$ cat src/hw/rtl/mfps_pkg.sv
// Shared constants and helpers for the maximum falling path sum core.
// Used by max_falling_path_sum_core; depends on nothing else.
`default_nettype none

package mfps_pkg;

	localparam int MAX_N  = 64;
	localparam int ADDR_W = $clog2(MAX_N);
	localparam int SIZE_W = 7;
	localparam int CELL_W = 16;
	localparam int SUM_W  = 23;
	localparam int OUT_W  = 21;
	localparam int COL_W  = 7;
	localparam int TDATA_IN_W  = 16;
	localparam int TDATA_OUT_W = 32;

	localparam logic signed [SUM_W-1:0] SUM_HI  = SUM_W'((2 ** (SUM_W - 1)) - 1);
	localparam logic signed [SUM_W-1:0] SUM_LO  = SUM_W'(-(2 ** (SUM_W - 1)));
	localparam logic signed [SUM_W-1:0] OUT_CAP = SUM_W'((2 ** OUT_W) - 1);

	function automatic logic [SIZE_W-1:0] eff_size(input logic [SIZE_W-1:0] size);
		logic [SIZE_W-1:0] n;
		n = size;
		if (n == '0) begin
			n = SIZE_W'(1);
		end else if (n > SIZE_W'(MAX_N)) begin
			n = SIZE_W'(MAX_N);
		end
		return n;
	endfunction

endpackage

`default_nettype wire

$ cat src/hw/rtl/max_falling_path_sum_core.sv
// Maximum falling path sum over a square grid of signed cells.
// Depends on mfps_pkg and mfps_ram.
//
// Usage: grid cells arrive on the s_axis channel in row-major order, one
// 16-bit two's complement cell per beat. cfg_we with cfg_wdata sets the grid
// size (zero acts as one, values above 64 act as 64) and restarts the grid;
// the user must write it only while the core is idle; the core itself does
// not enforce this. After the last cell of the last row one beat leaves on
// m_axis with the best final path sum and its 1-based column, both zero when
// no final sum is positive. Throughput is one cell per cycle while
// s_axis_tready is high. Each cell costs one write and one read of the row
// store, a 64-entry RAM that holds the previous row's path sums; the read
// runs one column ahead, with a bypass for a write to the same entry. The
// result beat passes the s1 registers and then the output register that
// drives m_axis. While the receiver stalls, cells keep being accepted; only
// the last cell of a following grid waits in the pipeline until the output
// register frees. Reset clears the counters and the running best and sets
// the grid size to one; the row store needs no clearing, as every row reads
// only what the row before it wrote.
`default_nettype none

module max_falling_path_sum_core (
	input  wire logic                                clk,
	input  wire logic                                arst_n,
	input  wire logic                                cfg_we,
	input  wire logic [mfps_pkg::SIZE_W-1:0]         cfg_wdata,
	input  wire logic                                s_axis_tvalid,
	output logic                                     s_axis_tready,
	// Bits 15:0 cell_value.
	input  wire logic [mfps_pkg::TDATA_IN_W-1:0]     s_axis_tdata,
	output logic                                     m_axis_tvalid,
	input  wire logic                                m_axis_tready,
	// Bits 20:0 best_sum, bits 27:21 best_column, bits 31:28 zero.
	output logic [mfps_pkg::TDATA_OUT_W-1:0]         m_axis_tdata
);

	import mfps_pkg::*;

	logic [SIZE_W-1:0]        grid_q;
	logic [SIZE_W-1:0]        n_eff;
	logic [ADDR_W-1:0]        col_q;
	logic [ADDR_W-1:0]        row_q;
	logic signed [SUM_W-1:0]  left_q;
	logic signed [SUM_W-1:0]  here_q;
	logic signed [SUM_W-1:0]  first_q;
	logic                     fwd_hit_q;
	logic signed [SUM_W-1:0]  fwd_data_q;

	logic                     accept;
	logic                     stall;
	logic [SIZE_W-1:0]        col_inc;
	logic [SIZE_W-1:0]        row_inc;
	logic                     more_cols;
	logic                     last_row;
	logic signed [CELL_W-1:0] cell_val;
	logic signed [SUM_W-1:0]  rd_data;
	logic signed [SUM_W-1:0]  nxt;
	logic signed [SUM_W-1:0]  above;
	logic signed [SUM_W:0]    sum_wide;
	logic signed [SUM_W-1:0]  new_sum;
	logic [ADDR_W-1:0]        raddr;

	logic                     valid_s1;
	logic signed [SUM_W-1:0]  sum_s1;
	logic [COL_W-1:0]         col_s1;
	logic                     last_row_s1;
	logic                     final_s1;

	logic [OUT_W-1:0]         best_q;
	logic [COL_W-1:0]         best_col_q;
	logic                     better;
	logic [OUT_W-1:0]         capped;
	logic [OUT_W-1:0]         upd_sum;
	logic [COL_W-1:0]         upd_col;

	logic                     out_valid_q;
	logic [OUT_W-1:0]         out_sum_q;
	logic [COL_W-1:0]         out_col_q;

	assign n_eff     = eff_size(grid_q);
	assign stall     = valid_s1 && final_s1 && out_valid_q && !m_axis_tready;
	assign s_axis_tready = !stall;
	assign accept    = s_axis_tvalid && s_axis_tready;
	assign col_inc   = {1'b0, col_q} + SIZE_W'(1);
	assign row_inc   = {1'b0, row_q} + SIZE_W'(1);
	assign more_cols = col_inc < n_eff;
	assign last_row  = row_inc >= n_eff;
	assign cell_val  = $signed(s_axis_tdata[CELL_W-1:0]);
	assign nxt       = fwd_hit_q ? fwd_data_q : rd_data;

	always_comb begin
		above = here_q;
		if (col_q != '0 && left_q > above) begin
			above = left_q;
		end
		if (more_cols && nxt > above) begin
			above = nxt;
		end
		sum_wide = {above[SUM_W-1], above}
			+ {{(SUM_W + 1 - CELL_W){cell_val[CELL_W-1]}}, cell_val};
		if (row_q == '0) begin
			new_sum = {{(SUM_W - CELL_W){cell_val[CELL_W-1]}}, cell_val};
		end else if (sum_wide[SUM_W] != sum_wide[SUM_W-1]) begin
			new_sum = sum_wide[SUM_W] ? SUM_LO : SUM_HI;
		end else begin
			new_sum = sum_wide[SUM_W-1:0];
		end
	end

	always_comb begin
		if (!accept) begin
			raddr = col_q + ADDR_W'(1);
		end else if (more_cols) begin
			raddr = col_q + ADDR_W'(2);
		end else begin
			raddr = ADDR_W'(1);
		end
	end

	mfps_ram #(
		.WIDTH(SUM_W),
		.DEPTH(MAX_N)
	) u_row_store (
		.clk  (clk),
		.we   (accept),
		.waddr(col_q),
		.wdata(new_sum),
		.raddr(raddr),
		.rdata(rd_data)
	);

	always_ff @(posedge clk or negedge arst_n) begin
		if (!arst_n) begin
			grid_q    <= SIZE_W'(1);
			col_q     <= '0;
			row_q     <= '0;
			fwd_hit_q <= 1'b0;
		end else if (cfg_we) begin
			grid_q    <= cfg_wdata;
			col_q     <= '0;
			row_q     <= '0;
			fwd_hit_q <= 1'b0;
		end else begin
			fwd_hit_q <= accept && (col_q == raddr);
			if (accept) begin
				if (more_cols) begin
					col_q <= col_inc[ADDR_W-1:0];
				end else begin
					col_q <= '0;
					row_q <= last_row ? '0 : row_inc[ADDR_W-1:0];
				end
			end
		end
	end

	always_ff @(posedge clk) begin
		if (accept) begin
			fwd_data_q <= new_sum;
			if (col_q == '0) begin
				first_q <= new_sum;
			end
			if (more_cols) begin
				left_q <= here_q;
				here_q <= nxt;
			end else begin
				left_q <= '0;
				here_q <= (col_q == '0) ? new_sum : first_q;
			end
			sum_s1      <= new_sum;
			col_s1      <= col_inc;
			last_row_s1 <= last_row;
			final_s1    <= last_row && !more_cols;
		end
	end

	assign capped  = (sum_s1 > OUT_CAP) ? OUT_CAP[OUT_W-1:0] : sum_s1[OUT_W-1:0];
	assign better  = last_row_s1 && !sum_s1[SUM_W-1] && (capped > best_q);
	assign upd_sum = better ? capped : best_q;
	assign upd_col = better ? col_s1 : best_col_q;

	always_ff @(posedge clk or negedge arst_n) begin
		if (!arst_n) begin
			valid_s1    <= 1'b0;
			best_q      <= '0;
			best_col_q  <= '0;
			out_valid_q <= 1'b0;
		end else if (cfg_we) begin
			valid_s1    <= 1'b0;
			best_q      <= '0;
			best_col_q  <= '0;
			if (m_axis_tready) begin
				out_valid_q <= 1'b0;
			end
		end else begin
			if (m_axis_tready) begin
				out_valid_q <= 1'b0;
			end
			if (!stall) begin
				valid_s1 <= accept;
				if (valid_s1) begin
					if (final_s1) begin
						best_q      <= '0;
						best_col_q  <= '0;
						out_valid_q <= 1'b1;
					end else begin
						best_q     <= upd_sum;
						best_col_q <= upd_col;
					end
				end
			end
		end
	end

	always_ff @(posedge clk) begin
		if (valid_s1 && final_s1 && !stall) begin
			out_sum_q <= upd_sum;
			out_col_q <= upd_col;
		end
	end

	assign m_axis_tvalid = out_valid_q;
	assign m_axis_tdata  = {{(TDATA_OUT_W - OUT_W - COL_W){1'b0}}, out_col_q, out_sum_q};

	a_col_in_grid: assert property (@(posedge clk) disable iff (!arst_n)
		{1'b0, col_q} < n_eff)
		else $error("column counter beyond grid size");

	a_zero_pairs: assert property (@(posedge clk) disable iff (!arst_n)
		out_valid_q |-> ((out_col_q == '0) == (out_sum_q == '0)))
		else $error("best column and best sum disagree on zero");

	a_final_emitted: assert property (@(posedge clk) disable iff (!arst_n)
		(valid_s1 && final_s1 && !stall && !cfg_we) |=> out_valid_q)
		else $error("end of grid did not load the output register");

	a_col_range: assert property (@(posedge clk) disable iff (!arst_n)
		out_valid_q |-> (out_col_q <= COL_W'(MAX_N)))
		else $error("best column out of range");

endmodule

`default_nettype wire

$ cat src/hw/rtl/mfps_ram.sv
// Generic single-clock RAM with one write port and one registered read port.
// Read-before-write on a shared address; no dependencies.
`default_nettype none

module mfps_ram #(
	parameter int WIDTH = 8,
	parameter int DEPTH = 16
) (
	input  wire logic                     clk,
	input  wire logic                     we,
	input  wire logic [$clog2(DEPTH)-1:0] waddr,
	input  wire logic [WIDTH-1:0]         wdata,
	input  wire logic [$clog2(DEPTH)-1:0] raddr,
	output logic      [WIDTH-1:0]         rdata
);

	logic [WIDTH-1:0] mem [DEPTH];

	always_ff @(posedge clk) begin
		if (we) begin
			mem[waddr] <= wdata;
		end
		rdata <= mem[raddr];
	end

endmodule

`default_nettype wire
$ cat config.mk
export PLATFORM = sky130hd
export DESIGN_NAME = max_falling_path_sum_core
export DESIGN_NICKNAME = d
export VERILOG_FILES = /design/src/hw/rtl/mfps_pkg.sv /design/src/hw/rtl/max_falling_path_sum_core.sv /design/src/hw/rtl/mfps_ram.sv
export SDC_FILE = /design/constraint.sdc
export NUM_CORES = 2
export LEC_CHECK = 0
export BUFFER_PORTS_ARGS = -buffer_cell sky130_fd_sc_hd__buf_2
export CAP_MARGIN = 20
export CORE_MARGIN = 5
export CORE_UTILIZATION = 30
export CTS_CLUSTER_SIZE = 24
export DETAILED_ROUTE_END_ITERATION = 6
export PLACE_DENSITY = 0.5
export SLEW_MARGIN = 20
export SYNTH_ARGS = -nofsm -noshare
export SYNTH_HDL_FRONTEND = slang
export SYNTH_SLANG_ARGS = --single-unit
$ cat constraint.sdc
create_clock -name clk -period 32.6 [get_ports clk]
set_clock_uncertainty 0.05 [all_clocks]
set_input_delay 4.89 -clock clk [delete_from_list [all_inputs] [get_ports clk]]
set_output_delay 4.89 -clock clk [all_outputs]
set_load 0.005 [all_outputs]
# [Word level (Yosys, flattened, before mapping)]
# Memory sizes are Yosys's and may differ from the RTL's. A register that Yosys moved wholly into a read port is not among the register bits.
# Cells that the tools add are included.
[totals] memories=1 register_bits=179 mem_bits_rw=1472 word_cells=97
[op_classes] n_eq_ne=4 addsub=5 reduce_logical=23 magnitude_cmp=7 n_mux=40
[memory_table] name="u_row_store.mem" depth=64 width=23 rd=1 rd_clocked_by_memory_dff=1 write_ports=1 line="mfps_ram.sv:17" source="logic [WIDTH-1:0] mem [DEPTH];"
[ops] cell="23-bit two-way mux" n=8
[ops] cell="21-bit two-way mux" n=6
[ops] cell="6-bit two-way mux" n=9
[ops] cell="7-bit two-way mux" n=7
[ops] cell="23-bit greater-than comparator" n=2
[ops] cell="23-bit by 16-bit adder with 24-bit output" n=1
[ops] cell="23-bit by 22-bit greater-than comparator with 1-bit output, second input constant" n=1
[ops] cell="21-bit greater-than comparator" n=1
[ops] cell="6-bit by 1-bit adder with 7-bit output, second input constant" n=2
[ops] cell="6-bit zero test" n=2
[ops] cell="1-bit logical AND" n=11
[ops] cell="1-bit two-way mux" n=10
[ops] cell="7-bit greater-or-equal comparator" n=1
[ops] cell="7-bit greater-than comparator, second input constant" n=1
[ops] cell="7-bit zero test" n=1
[ops] cell="7-bit < comparator" n=1
[ops] cell="6-bit by 1-bit adder with 6-bit output, second input constant" n=1
[ops] cell="6-bit by 2-bit adder with 6-bit output, second input constant" n=1
[ops] cell="6-bit == test" n=1
[ops] cell="6-bit nonzero test" n=1
[ops] cell="1-bit zero test" n=4
[ops] cell="2-bit inequality test, second input constant" n=2
[ops] cell="2-bit AND reduction" n=2
[ops] cell="2-bit nonzero test" n=2
[ops] cell="1-bit inequality test" n=1

# [Longest topological paths before layout]
[logic_depth] ltp_word=12 depth_mapped=34 ltp_nobuf=33

# [Cells and area by module]
# Synthesis repeated with hierarchy kept, for this count alone.
[unflattened] cells_unflattened=3645 hier_area_um2=68485.7
[by_module_without_submodules] module="mfps_ram" instances=1 area_per_inst_um2=56720.6 seq_area_each_um2=44662.8 cells_per_inst=2446
[by_module_without_submodules] module="max_falling_path_sum_core" instances=1 area_per_inst_um2=11765.0 seq_area_each_um2=5126.2 cells_per_inst=1199

# [Least setup slack after synthesis]
# No wires, ideal clock.
[synth_path] path_type="input to register" start="in m_axis_tready" end="mem u_row_store.mem[25][0] (netlist name), enable pin" arrival_ps=10598 cell_stages=9 path_buffers=3 slack_ps=21549 required_ps=32147 path_cell_list="and4b_1 > buf_2 > inv_1 > nand2_1 > clkbuf_1 > inv_1 > clkbuf_1 > nand3_1 > nor2_1"
[synth_between] elab_chain_cells=6
[synth_lines] element="from (decl)" line="max_falling_path_sum_core.sv:32" source="input wire logic m_axis_tready,"
[synth_lines] element="1-bit zero test" line="max_falling_path_sum_core.sv:81" source="assign stall = valid_s1 && final_s1 && out_valid_q && !m_axis_tready;"
[synth_lines] element="1-bit logical AND" line="max_falling_path_sum_core.sv:81"
[synth_lines] element="1-bit zero test" line="max_falling_path_sum_core.sv:82" source="assign s_axis_tready = !stall;"
[synth_lines] element="net s_axis_tready" line="max_falling_path_sum_core.sv:28" source="output logic s_axis_tready,"
[synth_lines] element="1-bit logical AND" line="max_falling_path_sum_core.sv:83" source="assign accept = s_axis_tvalid && s_axis_tready;"
[synth_lines] element="net accept" line="max_falling_path_sum_core.sv:49" source="logic accept;"
[synth_lines] element="1-bit two-way mux" line="mfps_ram.sv:20" source="if (we) begin"
[synth_lines] element="1-bit two-way mux (not written as such)" line="mfps_ram.sv:21" source="mem[waddr] <= wdata;"
[synth_lines] element="to (decl)" line="mfps_ram.sv:17"
# The timed path passes the listed nets, and every way through them passes these cells.

# [Final worst setup path]
[layout_path] start="reg col_q[4]" end="mem u_row_store.mem[40][1] (netlist name), data pin"
[layout_between] elab_chain_cells=10 word_cells_on_any_way=13 cone_classes="2 x add/sub; 2 x order compare; 1 x eq/ne; 5 x mux; 3 x reduce/logical"
[layout_lines] element="from (decl)" line="max_falling_path_sum_core.sv:41" source="logic [ADDR_W-1:0] col_q;"
[layout_lines] element="from (signal assigned)" line="max_falling_path_sum_core.sv:147" source="col_q <= col_inc[ADDR_W-1:0];"
[layout_lines] element="6-bit nonzero test" line="max_falling_path_sum_core.sv:93" source="if (col_q != '0 && left_q > above) begin"
[layout_lines] element="1-bit logical AND" line="max_falling_path_sum_core.sv:93"
[layout_lines] element="23-bit two-way mux" line="max_falling_path_sum_core.sv:93"
[layout_lines] element="23-bit greater-than comparator" line="max_falling_path_sum_core.sv:96" source="if (more_cols && nxt > above) begin"
[layout_lines] element="1-bit logical AND" line="max_falling_path_sum_core.sv:96"
[layout_lines] element="23-bit two-way mux (*)" line="max_falling_path_sum_core.sv:96"
[layout_lines] element="23-bit by 16-bit adder with 24-bit output (*)" line="max_falling_path_sum_core.sv:100" source="+ {{(SUM_W + 1 - CELL_W){cell_val[CELL_W-1]}}, cell_val};"
[layout_lines] element="23-bit two-way mux / 1-bit inequality test (equally long branches)" line="max_falling_path_sum_core.sv:104, max_falling_path_sum_core.sv:103"
[layout_lines] element="23-bit two-way mux (*)" line="max_falling_path_sum_core.sv:103" source="end else if (sum_wide[SUM_W] != sum_wide[SUM_W-1]) begin"
[layout_lines] element="23-bit two-way mux (*)" line="max_falling_path_sum_core.sv:101" source="if (row_q == '0) begin"
[layout_lines] element="net new_sum[1]" line="max_falling_path_sum_core.sv:60" source="logic signed [SUM_W-1:0] new_sum;"
# The timed path passes the listed nets; every way through them passes the cells marked *.

==> flow_summary.rst <==
.. list-table::
   :header-rows: 1

   * - Metric
     - Value
   * - Number of failing setup endpoints in the final timing report
     - 0
   * - # resized after CTS
     - 0
   * - Vias per cell
     - 5.19
   * - Largest net degree at the start of global routing
     - 174
   * - Cell with the largest stage delay on the worst path
     - sky130_fd_sc_hd__nor3_1
   * - Estimated wirelength of the detail-placed design
     - 127000 um
   * - Initial antenna violation count
     - 13
   * - CTS tree
     - yes
   * - Most frequent cell after synthesis
     - sky130_fd_sc_hd__edfxtp_1
   * - Pre-CTS setup slack
     - 21.70 ns
   * - Cells after Synth
     - 5464
   * - Leak pwr
     - 28.0 nW
   * - Final hold viol count
     - 0
   * - Number of global-route vias before repair
     - 43.4k
   * - Placement row count
     - 179
   * - Post-route cell area
     - 0.0813 mm2
   * - Clock sink count
     - 1674
   * - WP data required
     - 33.02 ns
   * - Setup TNS
     - 0 ns
   * - GR Overflow Total
     - 0
   * - Post-route DRC
     - 0
   * - Post-Route WL
     - 226000 um
   * - Average footprint of a synthesized cell
     - 13.0 um2
   * - Worst-case clock buffer depth
     - 3
   * - Number of iterations in the first detailed-routing pass
     - 5
   * - Crit. End Element
     - flip-flop
   * - Critical hold path startpoint
     - best_col_q[4]
   * - Max cap viols
     - 0
   * - Number of distinct standard cells referenced by the synthesized netlist
     - 82
   * - Syn Std Cell Area
     - 0.0713 mm2
   * - Most common cell on crit path
     - sky130_fd_sc_hd__buf_4
   * - Worst max-slew margin expressed relative to the limit
     - 27.1%
   * - Synth Flop Type
     - sky130_fd_sc_hd__edfxtp_1
   * - Area contributors post-synth
     - sky130_fd_sc_hd__edfxtp_1 67%, sky130_fd_sc_hd__nand2_1 6.4%, sky130_fd_sc_hd__mux2i_1 4.0%
   * - Global placement routability congestion
     - 0.835
   * - IR Drop Worst-Case VDD
     - 0.000175 V
   * - Count of port buffers added during placement
     - 57
   * - Total of warnings raised by yosys
     - 0
   * - Sequential fraction of the synthesis area
     - 69.9%
   * - DR WL/cell
     - 25.5 um
   * - Pwr per Cell Area
     - 98.5 mW/mm2
   * - Most area-hungry cell type in the Yosys netlist
     - sky130_fd_sc_hd__edfxtp_1
   * - Starting density of the core
     - 30.1%
   * - Data arrival at the endpoint of the critical path
     - 11.53 ns
   * - Run status
     - completed
   * - Die height
     - 497 um
   * - Synthesis-stage register bit count
     - 1674
   * - Power Total
     - 8.00 mW
   * - Crit path launch
     - col_q[4]
   * - Remaining number of nets flagged by the antenna check after routing
     - 0
   * - Placeable core region
     - 0.237 mm2
   * - Ratio of final minimum period to clock period
     - 34.1%
   * - Placed instance area
     - 0.0757 mm2
   * - I/O pin count
     - 62
   * - WP buf/inv
     - 6
   * - Source-to-sink clock delay at the later pin of the worst-skew pair
     - 0.83 ns
   * - Cell total after placement
     - 8508
   * - Die X-Extent
     - 497 um
   * - Share of layout cells above drive strength 1
     - 11.2%
   * - Critical path start-end classification
     - reg -> reg
   * - Cell Count, Final, Fillers Out
     - 8844
   * - Total global-route track usage
     - 17.6%
   * - Top cells by count, synth
     - 1601 x sky130_fd_sc_hd__edfxtp_1, 1215 x sky130_fd_sc_hd__nand2_1, 286 x sky130_fd_sc_hd__mux2i_1
   * - Delay of the slowest critical-path stage
     - 0.79 ns
   * - Path class of the lowest-slack min-delay path
     - reg -> reg
   * - Root buffer selected by CTS
     - sky130_fd_sc_hd__clkbuf_16
   * - Highest fanout seen on the critical path
     - 66
   * - Post-synthesis async set-or-reset flop share
     - 2.99%
   * - Beginning of the worst register-to-register path
     - col_q[4]
   * - Htree depth
     - 4
   * - Net count of the finished layout
     - 5660
   * - Via Count
     - 45.9k
   * - Number of buffers created by CTS
     - 177
   * - Smallest hold slack
     - 0.444 ns
   * - RSZ-0062 raised after global routing
     - no
   * - Cell family contributing the most delay on the critical path
     - simple AND/OR/NAND/NOR gates
   * - 1st-iter DRT viols
     - 4922
   * - Area of the die
     - 0.247 mm2
   * - Fraction of synthesized cell area taken by the top area cell type
     - 67.4%
   * - Global-route wire length before repair
     - 322000 um
   * - Min setup slack post-route
     - 21.50 ns
   * - Critical Path Start Type
     - flip-flop
   * - Number of enable-type register cells in the synthesized netlist
     - 1601
   * - Hold-fix buffer count after cts
     - 0
   * - Worst slew pin tran
     - 1.09 ns
   * - Final Critical Period
     - 11.10 ns
   * - Number of buffers inserted by post-CTS setup repair
     - 0
   * - Clock transition time at the flip-flop clock pins of the worst setup and hold paths
     - 0.06 ns
   * - Final slew viol count
     - 0
   * - Area growth from synthesis to layout
     - 14.0%
   * - Upper clock frequency limit
     - 90.1 MHz
   * - Final core utilization
     - 34.3%
==> worst register-to-register path, delay by kind of cell, from the launching register on <==
family | cells | cell delay, ns
fa+ha+maj | 3 | 0.73
simple gates | 9 | 3.50
xor+xnor | 1 | 0.19
buf+inv | 6 | 2.33
flops | 1 | 0.33
mux | 2 | 0.47
compound gates | 11 | 3.06
==> metal layers <==
layer  wire, um  vias to the layer above  track usage [%]  share of wire [%]
met5          0                        -                0                  0
met3      14300                      291             2.52                6.3
li1           -                    20500                -                  -
met2     103000                     1590             27.5                 46
met1     102000                    23500             25.2                 45
met4       6680                        0             5.52                3.0
==> path summary, 6_finish.rpt <==
path	cells past startpoint	slack, ns	endpoint
min reg2reg	1	0.44	best_col_q[4]
min	1	0.44	best_col_q[4]
min in group asynchronous	2	4.22	best_col_q[6]
max reg2reg	32	21.50	u_row_store.mem[40][1]
max	32	21.50	u_row_store.mem[40][1]
max in group asynchronous	2	27.77	grid_q[4]
==> logic make-up after synthesis <==
| family | Yosys count | synth area share [%] |
|---|---|---|
| compound gates | 692 | 6.83 |
| simple gates | 2164 | 13.5 |
| flops | 1674 | 69.9 |
| fa+ha+maj | 114 | 2.00 |
| buf+inv | 457 | 2.70 |
| xor+xnor | 29 | 0.356 |
| mux | 333 | 4.76 |
| other cells | 1 | 0.00526 |
==> report_power, final <==
group | internal [mW] | switching, mW | total (mW)
combinational | 0.562 | 2.04 | 2.60
clock | 1.09 | 0.856 | 1.94
sequential | 3.38 | 0.0757 | 3.46
total | 5.04 | 2.97 | 8.00
==> area by class of cell <==
| cell class | count | area (um2) |
|---|---|---|
| fillers | 23000 | 156000 |
| flip-flops and latches | 1674 | 49800 |
| multi-input cells | 3336 | 20000 |
| clock buffers | 248 | 4800 |
| well taps | 3167 | 3960 |
| repair buffers | 211 | 1540 |
| clock inverters | 77 | 716 |
| inverters | 120 | 453 |
| diodes | 11 | 27.5 |
==> placed cells by master (no fill, tap or decap), types with 47 or more instances in the layout <==
cell type                      n
sky130_fd_sc_hd__mux2i_1     286
sky130_fd_sc_hd__edfxtp_1   1601
sky130_fd_sc_hd__buf_4       146
sky130_fd_sc_hd__clkbuf_1     63
sky130_fd_sc_hd__nor2_2       67
sky130_fd_sc_hd__nand2_1    1210
sky130_fd_sc_hd__and3_1      159
sky130_fd_sc_hd__nand4_1      77
sky130_fd_sc_hd__nor2_1      126
sky130_fd_sc_hd__a21oi_1     164
sky130_fd_sc_hd__a311oi_1    110
sky130_fd_sc_hd__mux2_2       47
sky130_fd_sc_hd__or3_1        67
sky130_fd_sc_hd__nor3_1       81
sky130_fd_sc_hd__nand3_1     276
sky130_fd_sc_hd__dfrtp_1      49
sky130_fd_sc_hd__inv_1       113
sky130_fd_sc_hd__ha_1        111
sky130_fd_sc_hd__o21ai_0      73
sky130_fd_sc_hd__clkbuf_16   179
sky130_fd_sc_hd__a31oi_1      52
sky130_fd_sc_hd__buf_2        57
==> state kept, by name, summed over array words and instances, names as in the netlist <==
name / flops
out_col_q: 7
m_axis_tvalid: 1
out_sum_q: 21
best_col_q: 7
grid_q: 7
final_s1: 1
row_q: 6
left_q: 23
valid_s1: 1
first_q: 23
col_s1: 7
u_row_store.rdata: 23
col_q: 6
best_q: 21
u_row_store.mem: 1472
fwd_hit_q: 1
last_row_s1: 1
here_q: 23
sum_s1: 23
Power figures use the tool's default switching activity.
